**config.mk**
```make
export PLATFORM = sky130hd
export DESIGN_NAME = smoothed_mix_gain_output_stage_core
export DESIGN_NICKNAME = d
export VERILOG_FILES = /design/src/rtl/smgos_pkg.sv /design/src/rtl/smgos_mul.sv /design/src/rtl/smoothed_mix_gain_output_stage_core.sv
export SDC_FILE = /design/constraint.sdc
export NUM_CORES = 2
export LEC_CHECK = 0
export CORE_MARGIN = 10
export CORE_UTILIZATION = 31
export CTS_CLUSTER_DIAMETER = 50
export DETAILED_ROUTE_END_ITERATION = 8
export DONT_BUFFER_PORTS = 1
export SKIP_LAST_GASP = 1
export SYNTH_ARGS = -nofsm -noshare
export SYNTH_HDL_FRONTEND = slang
export SYNTH_SLANG_ARGS = --single-unit
```
**constraint.sdc**
```tcl
create_clock -name i_clk -period 22.8 [get_ports i_clk]
set_clock_uncertainty 0.05 [all_clocks]
set_input_delay 2.28 -clock i_clk [delete_from_list [all_inputs] [get_ports i_clk]]
set_output_delay 2.28 -clock i_clk [all_outputs]
set_load 0.01 [all_outputs]
```
**src/rtl/smgos_pkg.sv**
```systemverilog
package smgos_pkg;

    // fixed sizes of the frame
    localparam int SAMPLE_BITS  = 24;
    localparam int WET_CHANNELS = 8;
    localparam int OUT_CHANNELS = 10;
    localparam int CH_W         = 3;

    // configuration port
    localparam int CFG_IDX_W = 2;
    localparam int CFG_DATA_W = 25;
    localparam logic [CFG_IDX_W-1:0] CFG_MIX_ALPHA  = 2'd0;
    localparam logic [CFG_IDX_W-1:0] CFG_GAIN_ALPHA = 2'd1;
    localparam logic [CFG_IDX_W-1:0] CFG_ACTIVE     = 2'd2;
    localparam int ACT_W = 4;
    localparam logic [ACT_W-1:0] ACT_RESET = 4'd10;

    // fixed-point constants
    localparam logic [24:0] ALPHA_ONE = 25'd16777216;
    localparam logic [16:0] MIX_ONE   = 17'd65536;
    localparam logic signed [15:0] DB_MIN = -16'sd24576;
    localparam logic signed [15:0] DB_MAX = 16'sd6144;
    localparam logic [21:0] LOG2_10_OVER_20 = 22'd2786635;

    // smoother state and shared multiplier
    localparam int STATE_W = 41;
    localparam int MUL_W   = 29;
    localparam int PROD_W  = 2 * MUL_W;

    typedef struct packed {
        logic signed [23:0] dry_left;
        logic signed [23:0] dry_right;
        logic [16:0]        mix_target;
        logic signed [15:0] gain_db_target;
        logic signed [23:0] wet_in_0;
        logic signed [23:0] wet_in_1;
        logic signed [23:0] wet_in_2;
        logic signed [23:0] wet_in_3;
        logic signed [23:0] wet_in_4;
        logic signed [23:0] wet_in_5;
        logic signed [23:0] wet_in_6;
        logic signed [23:0] wet_in_7;
    } t_in;

    typedef struct packed {
        logic signed [23:0] main_left;
        logic signed [23:0] main_right;
        logic signed [23:0] aux_out_0;
        logic signed [23:0] aux_out_1;
        logic signed [23:0] aux_out_2;
        logic signed [23:0] aux_out_3;
        logic signed [23:0] aux_out_4;
        logic signed [23:0] aux_out_5;
        logic signed [23:0] aux_out_6;
        logic signed [23:0] aux_out_7;
    } t_out;

    // 2^(i/16) in Q2.20, seventeen points
    function automatic logic [21:0] pow2_lut(input logic [4:0] idx);
        logic [21:0] v;
        case (idx)
            5'd0:    v = 22'd1048576;
            5'd1:    v = 22'd1095000;
            5'd2:    v = 22'd1143480;
            5'd3:    v = 22'd1194106;
            5'd4:    v = 22'd1246974;
            5'd5:    v = 22'd1302182;
            5'd6:    v = 22'd1359835;
            5'd7:    v = 22'd1420040;
            5'd8:    v = 22'd1482910;
            5'd9:    v = 22'd1548564;
            5'd10:   v = 22'd1617125;
            5'd11:   v = 22'd1688722;
            5'd12:   v = 22'd1763488;
            5'd13:   v = 22'd1841564;
            5'd14:   v = 22'd1923097;
            5'd15:   v = 22'd2008240;
            5'd16:   v = 22'd2097152;
            default: v = 22'd2097152;
        endcase
        return v;
    endfunction

endpackage

```
**src/rtl/smgos_mul.sv**
```systemverilog
module smgos_mul
    import smgos_pkg::*;
(
    input  logic                     i_clk,
    input  logic signed [MUL_W-1:0]  i_a,
    input  logic signed [MUL_W-1:0]  i_b,
    output logic signed [PROD_W-1:0] o_prod
);

    logic signed [PROD_W-1:0] r_prod;

    // signed multiply with the product registered
    always_ff @(posedge i_clk) begin
        r_prod <= i_a * i_b;
    end

    assign o_prod = r_prod;

endmodule

```
**src/rtl/smoothed_mix_gain_output_stage_core.sv**
```systemverilog
// Smoothed dry/wet and dB gain output stage.
// Input channel: one frame per request on i_in_valid / o_in_ready with the
// payload in i_in_data. Output channel: one result per request on
// o_out_valid / i_out_ready with the payload in o_out_data.
// Configuration: i_cfg_we writes i_cfg_data into register i_cfg_idx
// (0 mix alpha, 1 gain alpha, 2 active outputs); write only while idle.
// Each frame runs through a single 29x29 multiplier under a sequencer:
// two partial products for each smoother, two for the dB-to-log2 product,
// one for the table interpolation, then two per aux channel.
// Frames do not overlap: the sequencer finishes one frame before it takes the next.
// o_in_ready is high only while the sequencer is idle.
// The finished result sits in an output register; a new frame is taken while
// it waits, and that frame's result holds in the final step until the
// receiver takes the previous one.
// Reset: alphas 1.0, ten active outputs, mix smoother fully wet, gain
// smoother at 0 dB, no result pending.
module smoothed_mix_gain_output_stage_core
    import smgos_pkg::*;
(
    input  logic                  i_clk,
    input  logic                  i_rst_n,
    input  logic                  i_in_valid,
    output logic                  o_in_ready,
    input  t_in                   i_in_data,
    output logic                  o_out_valid,
    input  logic                  i_out_ready,
    output t_out                  o_out_data,
    input  logic                  i_cfg_we,
    input  logic [CFG_IDX_W-1:0]  i_cfg_idx,
    input  logic [CFG_DATA_W-1:0] i_cfg_data
);

    localparam logic [4:0] ST_IDLE   = 5'd0;
    localparam logic [4:0] ST_MDIFF  = 5'd1;
    localparam logic [4:0] ST_MMHI   = 5'd2;
    localparam logic [4:0] ST_MMLO   = 5'd3;
    localparam logic [4:0] ST_MUPD   = 5'd4;
    localparam logic [4:0] ST_GDIFF  = 5'd5;
    localparam logic [4:0] ST_GMHI   = 5'd6;
    localparam logic [4:0] ST_GMLO   = 5'd7;
    localparam logic [4:0] ST_GUPD   = 5'd8;
    localparam logic [4:0] ST_YLO    = 5'd9;
    localparam logic [4:0] ST_YHI    = 5'd10;
    localparam logic [4:0] ST_YSUM   = 5'd11;
    localparam logic [4:0] ST_INTERP = 5'd12;
    localparam logic [4:0] ST_GAIN   = 5'd13;
    localparam logic [4:0] ST_CHA    = 5'd14;
    localparam logic [4:0] ST_CHB    = 5'd15;
    localparam logic [4:0] ST_LAST   = 5'd16;
    localparam logic [4:0] ST_DONE   = 5'd17;

    localparam logic [CH_W-1:0] CH_LAST = CH_W'(WET_CHANNELS - 1);
    localparam logic [41:0] SAT_POS = 42'd8388607;
    localparam logic [41:0] SAT_NEG = 42'd8388608;

    logic [4:0]  r_state, n_state;
    logic [24:0] r_mix_alpha, r_gain_alpha;
    logic [ACT_W-1:0] r_active;
    logic [STATE_W-1:0] r_mix_s;
    logic signed [STATE_W-1:0] r_gain_s;
    t_in  r_in;
    t_out r_out;
    logic r_out_valid;
    logic [41:0] r_mag;
    logic r_neg;
    logic [PROD_W-1:0] r_acc;
    logic [4:0]  r_n;
    logic [3:0]  r_i;
    logic [15:0] r_w;
    logic [24:0] r_gain;
    logic [CH_W-1:0] r_ch;
    logic r_sneg;
    logic signed [23:0] r_aux [WET_CHANNELS];

    logic in_acc, out_load;
    logic signed [MUL_W-1:0]  mul_a, mul_b;
    logic signed [PROD_W-1:0] mul_p;
    logic [PROD_W-1:0] prod_u;

    logic [24:0] ma, ga, alpha_sel;
    logic [16:0] mt_c;
    logic signed [15:0] gt_c;
    logic [STATE_W-1:0] mix_tgt;
    logic signed [STATE_W-1:0] gain_tgt;
    logic signed [42:0] diff;
    logic [42:0] diff_neg;
    logic [41:0] mag;
    logic [PROD_W-1:0] step;
    logic [63:0] u_sum;
    logic [21:0] lut_lo, lut_hi, lut_d, mant;
    logic [39:0] mant_w, gain_sh;
    logic signed [23:0] wet [WET_CHANNELS];
    logic signed [23:0] x_cur;
    logic [24:0] x_neg;
    logic [23:0] x_mag;
    logic [41:0] p_sat;
    logic signed [23:0] sat_val;
    logic [CH_W-1:0] st_idx;

    assign in_acc     = i_in_valid && o_in_ready;
    assign o_in_ready = (r_state == ST_IDLE);
    assign out_load   = (r_state == ST_DONE) && (!r_out_valid || i_out_ready);
    assign o_out_valid = r_out_valid;
    assign o_out_data  = r_out;
    assign prod_u = mul_p;

    // wet samples of the frame as an array
    assign wet[0] = r_in.wet_in_0;
    assign wet[1] = r_in.wet_in_1;
    assign wet[2] = r_in.wet_in_2;
    assign wet[3] = r_in.wet_in_3;
    assign wet[4] = r_in.wet_in_4;
    assign wet[5] = r_in.wet_in_5;
    assign wet[6] = r_in.wet_in_6;
    assign wet[7] = r_in.wet_in_7;

    // clamped coefficients and targets
    always_comb begin
        ma = (r_mix_alpha > ALPHA_ONE) ? ALPHA_ONE : r_mix_alpha;
        ga = (r_gain_alpha > ALPHA_ONE) ? ALPHA_ONE : r_gain_alpha;
        mt_c = (r_in.mix_target > MIX_ONE) ? MIX_ONE : r_in.mix_target;
        if (r_in.gain_db_target < DB_MIN) begin
            gt_c = DB_MIN;
        end else if (r_in.gain_db_target > DB_MAX) begin
            gt_c = DB_MAX;
        end else begin
            gt_c = r_in.gain_db_target;
        end
        mix_tgt  = {mt_c, 24'd0};
        gain_tgt = {gt_c[15], gt_c, 24'd0};
    end

    // difference to target and its magnitude, shared by both smoothers
    always_comb begin
        if (r_state == ST_MDIFF) begin
            diff = $signed({2'b00, mix_tgt}) - $signed({2'b00, r_mix_s});
        end else begin
            diff = $signed({{2{gain_tgt[STATE_W-1]}}, gain_tgt})
                 - $signed({{2{r_gain_s[STATE_W-1]}}, r_gain_s});
        end
        diff_neg = -diff;
        mag = diff[42] ? diff_neg[41:0] : diff[41:0];
    end

    // smoother step from the two partial products
    assign step = r_acc + {24'd0, prod_u[PROD_W-1:24]};

    // log2 gain offset by sixteen, Q.56
    assign u_sum = {prod_u[39:0], 24'd0} + {6'd0, r_acc} + (64'd16 << 56);

    // table interpolation and exponent shift
    always_comb begin
        lut_lo = pow2_lut({1'b0, r_i});
        lut_hi = pow2_lut(5'({1'b0, r_i}) + 5'd1);
        lut_d  = lut_hi - lut_lo;
        mant   = lut_lo + prod_u[37:16];
        mant_w = {18'd0, mant};
        if (r_n >= 5'd16) begin
            gain_sh = mant_w << (r_n - 5'd16);
        end else begin
            gain_sh = mant_w >> (5'd16 - r_n);
        end
    end

    // current wet sample magnitude
    always_comb begin
        x_cur = wet[r_ch];
        x_neg = -{x_cur[23], x_cur};
        x_mag = x_cur[23] ? x_neg[23:0] : x_cur[23:0];
    end

    // saturation of the finished aux product
    always_comb begin
        p_sat = prod_u[57:16];
        if (r_sneg) begin
            sat_val = (p_sat > SAT_NEG) ? 24'sh800000 : $signed(24'(-p_sat[23:0]));
        end else begin
            sat_val = (p_sat > SAT_POS) ? 24'sh7FFFFF : $signed(p_sat[23:0]);
        end
        st_idx = (r_state == ST_LAST) ? CH_LAST : (r_ch - CH_W'(1));
    end

    // operand selection for the shared multiplier
    always_comb begin
        alpha_sel = (r_state == ST_MMHI || r_state == ST_MMLO) ? ma : ga;
        mul_a = '0;
        mul_b = '0;
        case (r_state)
            ST_MMHI, ST_GMHI: begin
                mul_a = $signed({11'd0, r_mag[41:24]});
                mul_b = $signed({4'd0, alpha_sel});
            end
            ST_MMLO, ST_GMLO: begin
                mul_a = $signed({5'd0, r_mag[23:0]});
                mul_b = $signed({4'd0, alpha_sel});
            end
            ST_YLO: begin
                mul_a = $signed({5'd0, r_gain_s[23:0]});
                mul_b = $signed({7'd0, LOG2_10_OVER_20});
            end
            ST_YHI: begin
                mul_a = $signed({{12{r_gain_s[STATE_W-1]}}, r_gain_s[STATE_W-1:24]});
                mul_b = $signed({7'd0, LOG2_10_OVER_20});
            end
            ST_INTERP: begin
                mul_a = $signed({7'd0, lut_d});
                mul_b = $signed({13'd0, r_w});
            end
            ST_CHA: begin
                mul_a = $signed({5'd0, x_mag});
                mul_b = $signed({4'd0, r_gain});
            end
            ST_CHB: begin
                mul_a = $signed(prod_u[48:20]);
                mul_b = $signed({12'd0, r_mix_s[STATE_W-1:24]});
            end
            default: begin
                mul_a = '0;
                mul_b = '0;
            end
        endcase
    end

    smgos_mul u_mul (
        .i_clk  (i_clk),
        .i_a    (mul_a),
        .i_b    (mul_b),
        .o_prod (mul_p)
    );

    // sequencer next state
    always_comb begin
        n_state = r_state;
        case (r_state)
            ST_IDLE:   if (in_acc) n_state = ST_MDIFF;
            ST_MDIFF:  n_state = ST_MMHI;
            ST_MMHI:   n_state = ST_MMLO;
            ST_MMLO:   n_state = ST_MUPD;
            ST_MUPD:   n_state = ST_GDIFF;
            ST_GDIFF:  n_state = ST_GMHI;
            ST_GMHI:   n_state = ST_GMLO;
            ST_GMLO:   n_state = ST_GUPD;
            ST_GUPD:   n_state = ST_YLO;
            ST_YLO:    n_state = ST_YHI;
            ST_YHI:    n_state = ST_YSUM;
            ST_YSUM:   n_state = ST_INTERP;
            ST_INTERP: n_state = ST_GAIN;
            ST_GAIN:   n_state = ST_CHA;
            ST_CHA:    n_state = ST_CHB;
            ST_CHB:    n_state = (r_ch == CH_LAST) ? ST_LAST : ST_CHA;
            ST_LAST:   n_state = ST_DONE;
            ST_DONE:   if (out_load) n_state = ST_IDLE;
            default:   n_state = ST_IDLE;
        endcase
    end

    // control state, configuration and smoother state
    always_ff @(posedge i_clk) begin
        if (!i_rst_n) begin
            r_state      <= ST_IDLE;
            r_out_valid  <= 1'b0;
            r_mix_alpha  <= ALPHA_ONE;
            r_gain_alpha <= ALPHA_ONE;
            r_active     <= ACT_RESET;
            r_mix_s      <= STATE_W'(1) << 40;
            r_gain_s     <= '0;
            r_ch         <= '0;
        end else begin
            r_state <= n_state;
            if (out_load) begin
                r_out_valid <= 1'b1;
            end else if (i_out_ready) begin
                r_out_valid <= 1'b0;
            end
            if (i_cfg_we) begin
                case (i_cfg_idx)
                    CFG_MIX_ALPHA:  r_mix_alpha  <= i_cfg_data;
                    CFG_GAIN_ALPHA: r_gain_alpha <= i_cfg_data;
                    CFG_ACTIVE:     r_active     <= i_cfg_data[ACT_W-1:0];
                    default:        ;
                endcase
            end
            if (r_state == ST_MUPD) begin
                r_mix_s <= r_neg ? r_mix_s - step[STATE_W-1:0]
                                 : r_mix_s + step[STATE_W-1:0];
            end
            if (r_state == ST_GUPD) begin
                r_gain_s <= r_neg ? r_gain_s - $signed(step[STATE_W-1:0])
                                  : r_gain_s + $signed(step[STATE_W-1:0]);
            end
            if (r_state == ST_GAIN) begin
                r_ch <= '0;
            end else if (r_state == ST_CHB) begin
                r_ch <= r_ch + CH_W'(1);
            end
        end
    end

    // datapath registers
    always_ff @(posedge i_clk) begin
        if (in_acc) begin
            r_in <= i_in_data;
        end
        if (r_state == ST_MDIFF || r_state == ST_GDIFF) begin
            r_mag <= mag;
            r_neg <= diff[42];
        end
        if (r_state == ST_MMLO || r_state == ST_GMLO || r_state == ST_YHI) begin
            r_acc <= prod_u;
        end
        if (r_state == ST_YSUM) begin
            r_n <= u_sum[60:56];
            r_i <= u_sum[55:52];
            r_w <= u_sum[51:36];
        end
        if (r_state == ST_GAIN) begin
            r_gain <= gain_sh[24:0];
        end
        if (r_state == ST_CHB) begin
            r_sneg <= x_cur[23];
        end
        if ((r_state == ST_CHA && r_ch != '0) || r_state == ST_LAST) begin
            r_aux[st_idx] <= sat_val;
        end
        // result register with inactive channels forced to zero
        if (out_load) begin
            r_out.main_left  <= (r_active > 4'd0) ? r_in.dry_left : '0;
            r_out.main_right <= (r_active > 4'd1) ? r_in.dry_right : '0;
            r_out.aux_out_0  <= (r_active > 4'd2) ? r_aux[0] : '0;
            r_out.aux_out_1  <= (r_active > 4'd3) ? r_aux[1] : '0;
            r_out.aux_out_2  <= (r_active > 4'd4) ? r_aux[2] : '0;
            r_out.aux_out_3  <= (r_active > 4'd5) ? r_aux[3] : '0;
            r_out.aux_out_4  <= (r_active > 4'd6) ? r_aux[4] : '0;
            r_out.aux_out_5  <= (r_active > 4'd7) ? r_aux[5] : '0;
            r_out.aux_out_6  <= (r_active > 4'd8) ? r_aux[6] : '0;
            r_out.aux_out_7  <= (r_active > 4'd9) ? r_aux[7] : '0;
        end
    end

endmodule

```
# [Word level (Yosys, flattened, before mapping)]
# Memories as Yosys holds them, arrays and structs flattened. A register that Yosys moved wholly into a read port is not among the register bits.
# Index checks and enable logic that the tools add are counted.
[classes] reduce_logical=31 n_mux=30 shifts=2 order_cmp=19 eq_ne=22 add_sub_neg=19 n_mul=1 bitwise=2
[op_table] operator="29-bit case mux with 7 select lines" n=1
[op_table] operator="24-bit two-way mux" n=6
[op_table] operator="25-bit case mux with 5 select lines" n=1
[op_table] operator="25-bit two-way mux" n=4
[op_table] operator="5-bit case mux with 18 select lines" n=1
[op_table] operator="41-bit adder" n=2
[op_table] operator="41-bit two-way mux" n=2
[op_table] operator="41-bit subtractor" n=2
[op_table] operator="24-bit binary-select mux with 3-bit select" n=1
[op_table] operator="61-bit by 58-bit adder with 61-bit output" n=1
[op_table] operator="61-bit adder (second input constant)" n=1
[op_table] operator="29-bit by 26-bit multiplier with 55-bit output" n=1
[op_table] operator="25-bit > comparator (second input constant)" n=2
[op_table] operator="24-bit negation" n=2
[op_table] operator="43-bit two-way mux" n=1
[op_table] operator="42-bit by 23-bit > comparator with 1-bit output (second input constant)" n=1
[op_table] operator="42-bit by 24-bit > comparator with 1-bit output (second input constant)" n=1
[op_table] operator="42-bit two-way mux" n=1
[op_table] operator="42-bit negation" n=1
[op_table] operator="40-bit by 41-bit subtractor with 42-bit output" n=1
[op_table] operator="41-bit by 41-bit subtractor with 42-bit output" n=1
[op_table] operator="41-bit by 34-bit adder with 41-bit output" n=1
[op_table] operator="5-bit by 4-bit equality test with 1-bit output (second input constant)" n=8
[op_table] operator="16-bit two-way mux" n=2
[op_table] operator="44 further kinds" n=81
[totals] mem_bits_rw=192 mem_count=3 inputBits=305 output_inout_bits=242 rom_bits=1024 ff_bits=670
[memory_table] name="(name not given)" depth=32 word_bits=22 read_ports=1 rd_ports_with_merged_regs=0 write_ports=0 line="smgos_pkg.sv:61" text="case (idx)"
[memory_table] name="(name not given)" depth=16 word_bits=20 read_ports=1 rd_ports_with_merged_regs=1 write_ports=0 line="smgos_pkg.sv:61"
[memory_table] name="r_aux" depth=8 word_bits=24 read_ports=8 rd_ports_with_merged_regs=8 write_ports=1 line="smoothed_mix_gain_output_stage_core.sv:73" text="logic signed [23:0] r_aux [WET_CHANNELS];"

# [Depth between registers and ports, before layout]
[depth] depth_word=8 mapped_depth=51 ltp_nobuf=48

# [Cells and area by module]
# Synthesis repeated with hierarchy kept, for this count alone.
[unflattened] hier_cells=8578 hier_area_um2=88082.0
[modules_own_cells] mod="smoothed_mix_gain_output_stage_core" cells_each=5081 n_inst=1 area_each_um2=55625.8
[modules_own_cells] mod="smgos_mul" cells_each=3497 n_inst=1 area_each_um2=32456.1

# [Worst setup path before layout]
# Ideal clock, no wire load.
[synth_timing] kind="register to register" startpoint="register r_i[0]" endpoint="register u_mul.r_prod[51] (netlist: u_mul.o_prod[51])" path_buffers=3 synth_period_minus_slack_ns=11.443 path_slack_ns=11.357 stages_incl_launch_ff=50 t_arrival_ns=11.321 setup_ns=0.072 cell_sequence="edfxtp_1 > clkbuf_1 > clkbuf_1 > inv_1 > ha_1 > inv_1 > ha_1 > nand2_1 > a311oi_1 > o21ai_0 > o211ai_1 > ha_1 > a21o_1 > a21oi_1 > o21ai_0 > a21oi_1 > o21bai_1 > a2111oi_0 > [14 not listed] > inv_1 > fa_1 > inv_1 > fa_1 > fa_1 > inv_1 > ha_1 > nand3_1 > or2_2 > or3_1 > o211ai_1 > nand2_1 > o21a_1 > o21ai_0 > a2111oi_0 > o21bai_1 > o31ai_1 > xor2_1"
[synth_between] elab_chain_len=5
[synth_rtl] element="start: declaration" line="smoothed_mix_gain_output_stage_core.sv:68" text="logic [3:0] r_i;"
[synth_rtl] element="start signal: assignment" line="smoothed_mix_gain_output_stage_core.sv:313" text="r_i <= u_sum[55:52];"
[synth_rtl] element="4-bit by 1-bit adder with 5-bit output" line="smoothed_mix_gain_output_stage_core.sv:154" text="lut_hi = pow2_lut(5'({1'b0, r_i}) + 5'd1);"
[synth_rtl] element="memory read 32 x 22 bit"
[synth_rtl] element="22-bit subtractor" line="smoothed_mix_gain_output_stage_core.sv:155" text="lut_d = lut_hi - lut_lo;"
[synth_rtl] element="29-bit case mux with 7 select lines" line="smoothed_mix_gain_output_stage_core.sv:188" text="case (r_state)"
[synth_rtl] element="29-bit by 26-bit multiplier with 55-bit output" line="smgos_mul.sv:14" text="r_prod <= i_a * i_b;"
[synth_rtl] element="end signal: assignment" line="smgos_mul.sv:14"
[synth_rtl] element="end: declaration" line="smgos_mul.sv:10" text="logic signed [PROD_W-1:0] r_prod;"
# Every way passes these cells.
# A chain may end at the register's enable or synchronous reset.

# [Worst setup path in the final report]
[layout_timing] startpoint="register r_i[0]" endpoint="register u_mul.r_prod[53] (netlist: u_mul.o_prod[53])"
# Same word-level chain as after synthesis.

==> impl_results.md <==
* PortBufs at 0
* Routed Wire Length at 286,000 µm
* Crit end category: register
* DRC Markers at 0
* Grt ovf at 0
* Syn-to-layout area delta at 11.8%
* Setup crit start kind: register
* Antenna viol nets, final at 0
* Slew at the pin with the worst max-slew slack at 1.36 ns
* Mean Syn Cell Area at 10.1 µm²
* DRT iter0 DRCs at 5,629
* CTS sink cnt at 1,074
* Reg area at 0.0301 mm²
* Switching portion of total power at 30.4%
* Minimum clock period at 13.94 ns
* Worst setup path start: r_i[0]
* EDFF count, synth at 854
* Via-per-instance ratio at 5.28
* Post-synthesis sequential area ratio at 36.4%
* Leak pwr at 37.4 nW
* Flop-to-flop setup slack at 8.86 ns
* # IOs at 547
* CP max stage cell: edfxtp_1
* Share of cells above drive strength 1 at 7.06%
* Unrepaired setup endpoints after global routing: false
* Sw power at 0.00177 W
* Die Area at 0.287 mm²
* WP data arrival at 14.54 ns
* Maximum fanout along the worst path at 21
* VDD IR max at 79.4 µV
* GPL Wtd Cong at 0.959
* Global-route wire length before repair at 416,000 µm
* FFs w/ async S/R, synth at 0%
* Fill count at 26,600
* Via count at 62,600
* Combinational Power Share at 21.9%
* Setup Viol. Count Final at 0
* YS warnings at 0
* Most common cell after layout, fill and taps aside: inv_1
* Global routing usage on met1 at 24.7%
* Pwr per Cell Area at 63.1 mW/mm²
* Internal at 0.00405 W
* Crit path capture: u_mul.o_prod[53]
* FF-to-FF path depth at 47
* Most used cell, CP: fa_1
* Max Cap Viol at 0
* Final setup TNS at 0 ns
* Flop pwr share at 39.1%
* Max-slew headroom at 7.93%
* CTS buffer count at 147
* Power Total at 0.00582 W
* Nets at 9,633
* CTS Hold Bufs at 0
* CTS Buffer Depth at 4
* Die Span Y at 536 µm
* Multi-input gate area at 0.0476 mm²
* Final-report max-slew violation count at 0
* Largest net degree at the start of global routing at 202
* GRT Util Overall at 19.2%
* Run status: completed
* Wire per inst at 24.1 µm
* Initial antenna violation count at 47
* Netlist cell types at 100
* Hold Path Class: reg -> reg
* Fmax at 0.0717 GHz
* First-pass DRT Iterations at 9
* Setup Buffers After CTS at 0
* Main synth FF type: edfxtp_1
* TritonCTS clock tree: yes
* HPWL after detailed placement at 225,000 µm
* Commonest cells after routing, fill and taps aside: inv_1 (1,049), nand2_1 (905), edfxtp_1 (854)
* Vias in the first global route at 62,500
* Initial Util at 31.1%
* Post-CTS Resized at 0
* CP peak stage delay at 0.80 ns
* Worst R2R End: u_mul.o_prod[53]
* Cell Area, Synth at 0.0824 mm²
* Number of H-tree levels at 4
* Met2 usage at 30.0%
* Cells after Synth at 8,178
* Crit path required time at 23.40 ns
* Gr busiest metal: met2
* Root Buffer: clkbuf_16
* Worst-Skew Late Latency at 0.81 ns
* Core footprint at 0.265 mm²
* Fin crit share at 61.1%
* Met3 usage at 5.42%
* Final Hold Vio Count at 0
* Clk pwr share at 39.0%
* Reg-to-reg critical path startpoint: r_i[0]
* Chip width at 536 µm
* Cell Rows at 189
* Register bit total from synthesis at 1,074
* Clock transition at path regs at 0.06 ns
* Kind of critical path: reg -> reg
==> worst max-delay path, delay by kind of cell, from the launching register on <==
kind | cells | cell delay (ns)
AO/OA/AOI/OAI | 23 | 6.02
XOR/XNOR | 3 | 0.52
adder cells (fa/ha/maj) | 11 | 5.27
buffers and inverters | 7 | 0.74
flip-flops | 1 | 0.80
AND/OR/NAND/NOR | 3 | 0.38
==> power by group through the flow <==
stage / combinational [W] / clock [W] / sequential [W]
finish: 0.00127 / 0.00227 / 0.00227
global route: 0.00139 / 0.00241 / 0.00227
CTS: 0.00125 / 0.00233 / 0.00227
detailed placement: 0.00125 / 0 / 0.00231
global placement: 0.00122 / 0 / 0.00231
floorplan: 0.000912 / 0 / 0.00228
==> sequential cells by signal, summed over array words and instances, names as in the netlist <==
name and count:
r_in 273, o_out_data 240, r_aux 192, r_acc 55
u_mul.o_prod 55, r_mag 42, r_gain_s 41, r_mix_s 41
r_gain 25, r_gain_alpha 25, r_mix_alpha 25, lut_lo 20
r_w 16, r_n 5, r_state 5, r_active 4
r_i 4, r_ch 3, o_out_valid 1, r_neg 1
r_sneg 1
==> synthesized netlist by cell type (all sizes together), types with 14 or more instances <==
master  instances  share of area [%]
buf            45               0.25
ha            411                6.2
mux4           51                1.4
nor4           48               0.42
fa            758                 18
and2          158                1.2
o21a           42               0.38
nand4          40               0.30
clkbuf        309                1.4
edfxtp        854                 31
a221oi         34               0.36
and3           53               0.40
nor2          680                3.1
o311ai         28               0.30
nor3b          15               0.14
xor2          112                1.2
nor3          151               0.93
a211oi         65               0.59
nor2b         201                1.5
o21ai         258                1.6
mux2i          58               0.70
a311oi         15               0.16
a222oi         17               0.21
a21boi         15               0.14
o21bai         39               0.36
nand3          94               0.57
or4            17               0.15
inv          1052                4.8
or3            50               0.43
xnor2         265                2.8
o31ai          18               0.16
a22oi          40               0.36
o211ai         39               0.36
o22ai          14               0.11
nand2b         54               0.41
a221o          40               0.49
nand2         906                4.1
a31oi          48               0.37
a21o          140                1.3
a21oi         490                3.0
dfxtp         220                5.3
or2            30               0.23
==> through the flow <==
stage                     hold WS [ns]  std cells  worst slack, ns  cell area (µm²)  util [%]
after detailed placement         0.374      11500             9.37            87200      32.9
after CTS                        0.390      11800             9.29            92000      34.8
after global placement           0.369      11500             9.47            87200      32.9
after floorplan                  0.358       8207            11.36            82500         -
after global routing             0.406      11800             8.38            92100      34.8
final                            0.393      11800             8.86            92200      34.8
==> cell families after synthesis <==
kind of cell | after synthesis | share of synthesized area [%]
AO/OA/AOI/OAI | 1489 | 11.8
multiplexers | 117 | 2.21
adder cells (fa/ha/maj) | 1170 | 24.7
AND/OR/NAND/NOR | 2539 | 14.4
buffers and inverters | 1410 | 6.47
flip-flops | 1074 | 36.4
XOR/XNOR | 377 | 4.01
other | 2 | 0.00911
==> worst min-delay path by stage <==
stage	depth (start not counted)	endpoint	from	slack [ns]
2_1_floorplan	0	r_acc[0]	u_mul.o_prod[0]	0.36
3_3_place_gp	0	r_acc[0]	u_mul.o_prod[0]	0.37
3_5_place_dp	0	r_acc[0]	u_mul.o_prod[0]	0.37
4_1_cts	0	r_acc[0]	u_mul.o_prod[0]	0.39
5_1_grt	0	r_acc[0]	u_mul.o_prod[0]	0.41
6_report	0	r_acc[0]	u_mul.o_prod[0]	0.39
==> routing by layer <==
metal / share of wire, % / wire length (µm)
met5: 0.069 / 197
met4: 5.3 / 15100
met3: 9.9 / 28300
met2: 44 / 127000
met1: 40 / 116000
==> layout make-up <==
| type | instances | share of cell area, % |
|---|---|---|
| multi-input cells | 5723 | 51.7 |
| flip-flops and latches | 1074 | 32.6 |
| well taps | 3533 | 4.80 |
| clock buffers | 180 | 4.31 |
| inverters | 1056 | 4.30 |
| repair buffers | 157 | 1.29 |
| clock inverters | 77 | 0.897 |
| diodes | 43 | 0.117 |
Power figures use the tool's default switching activity.
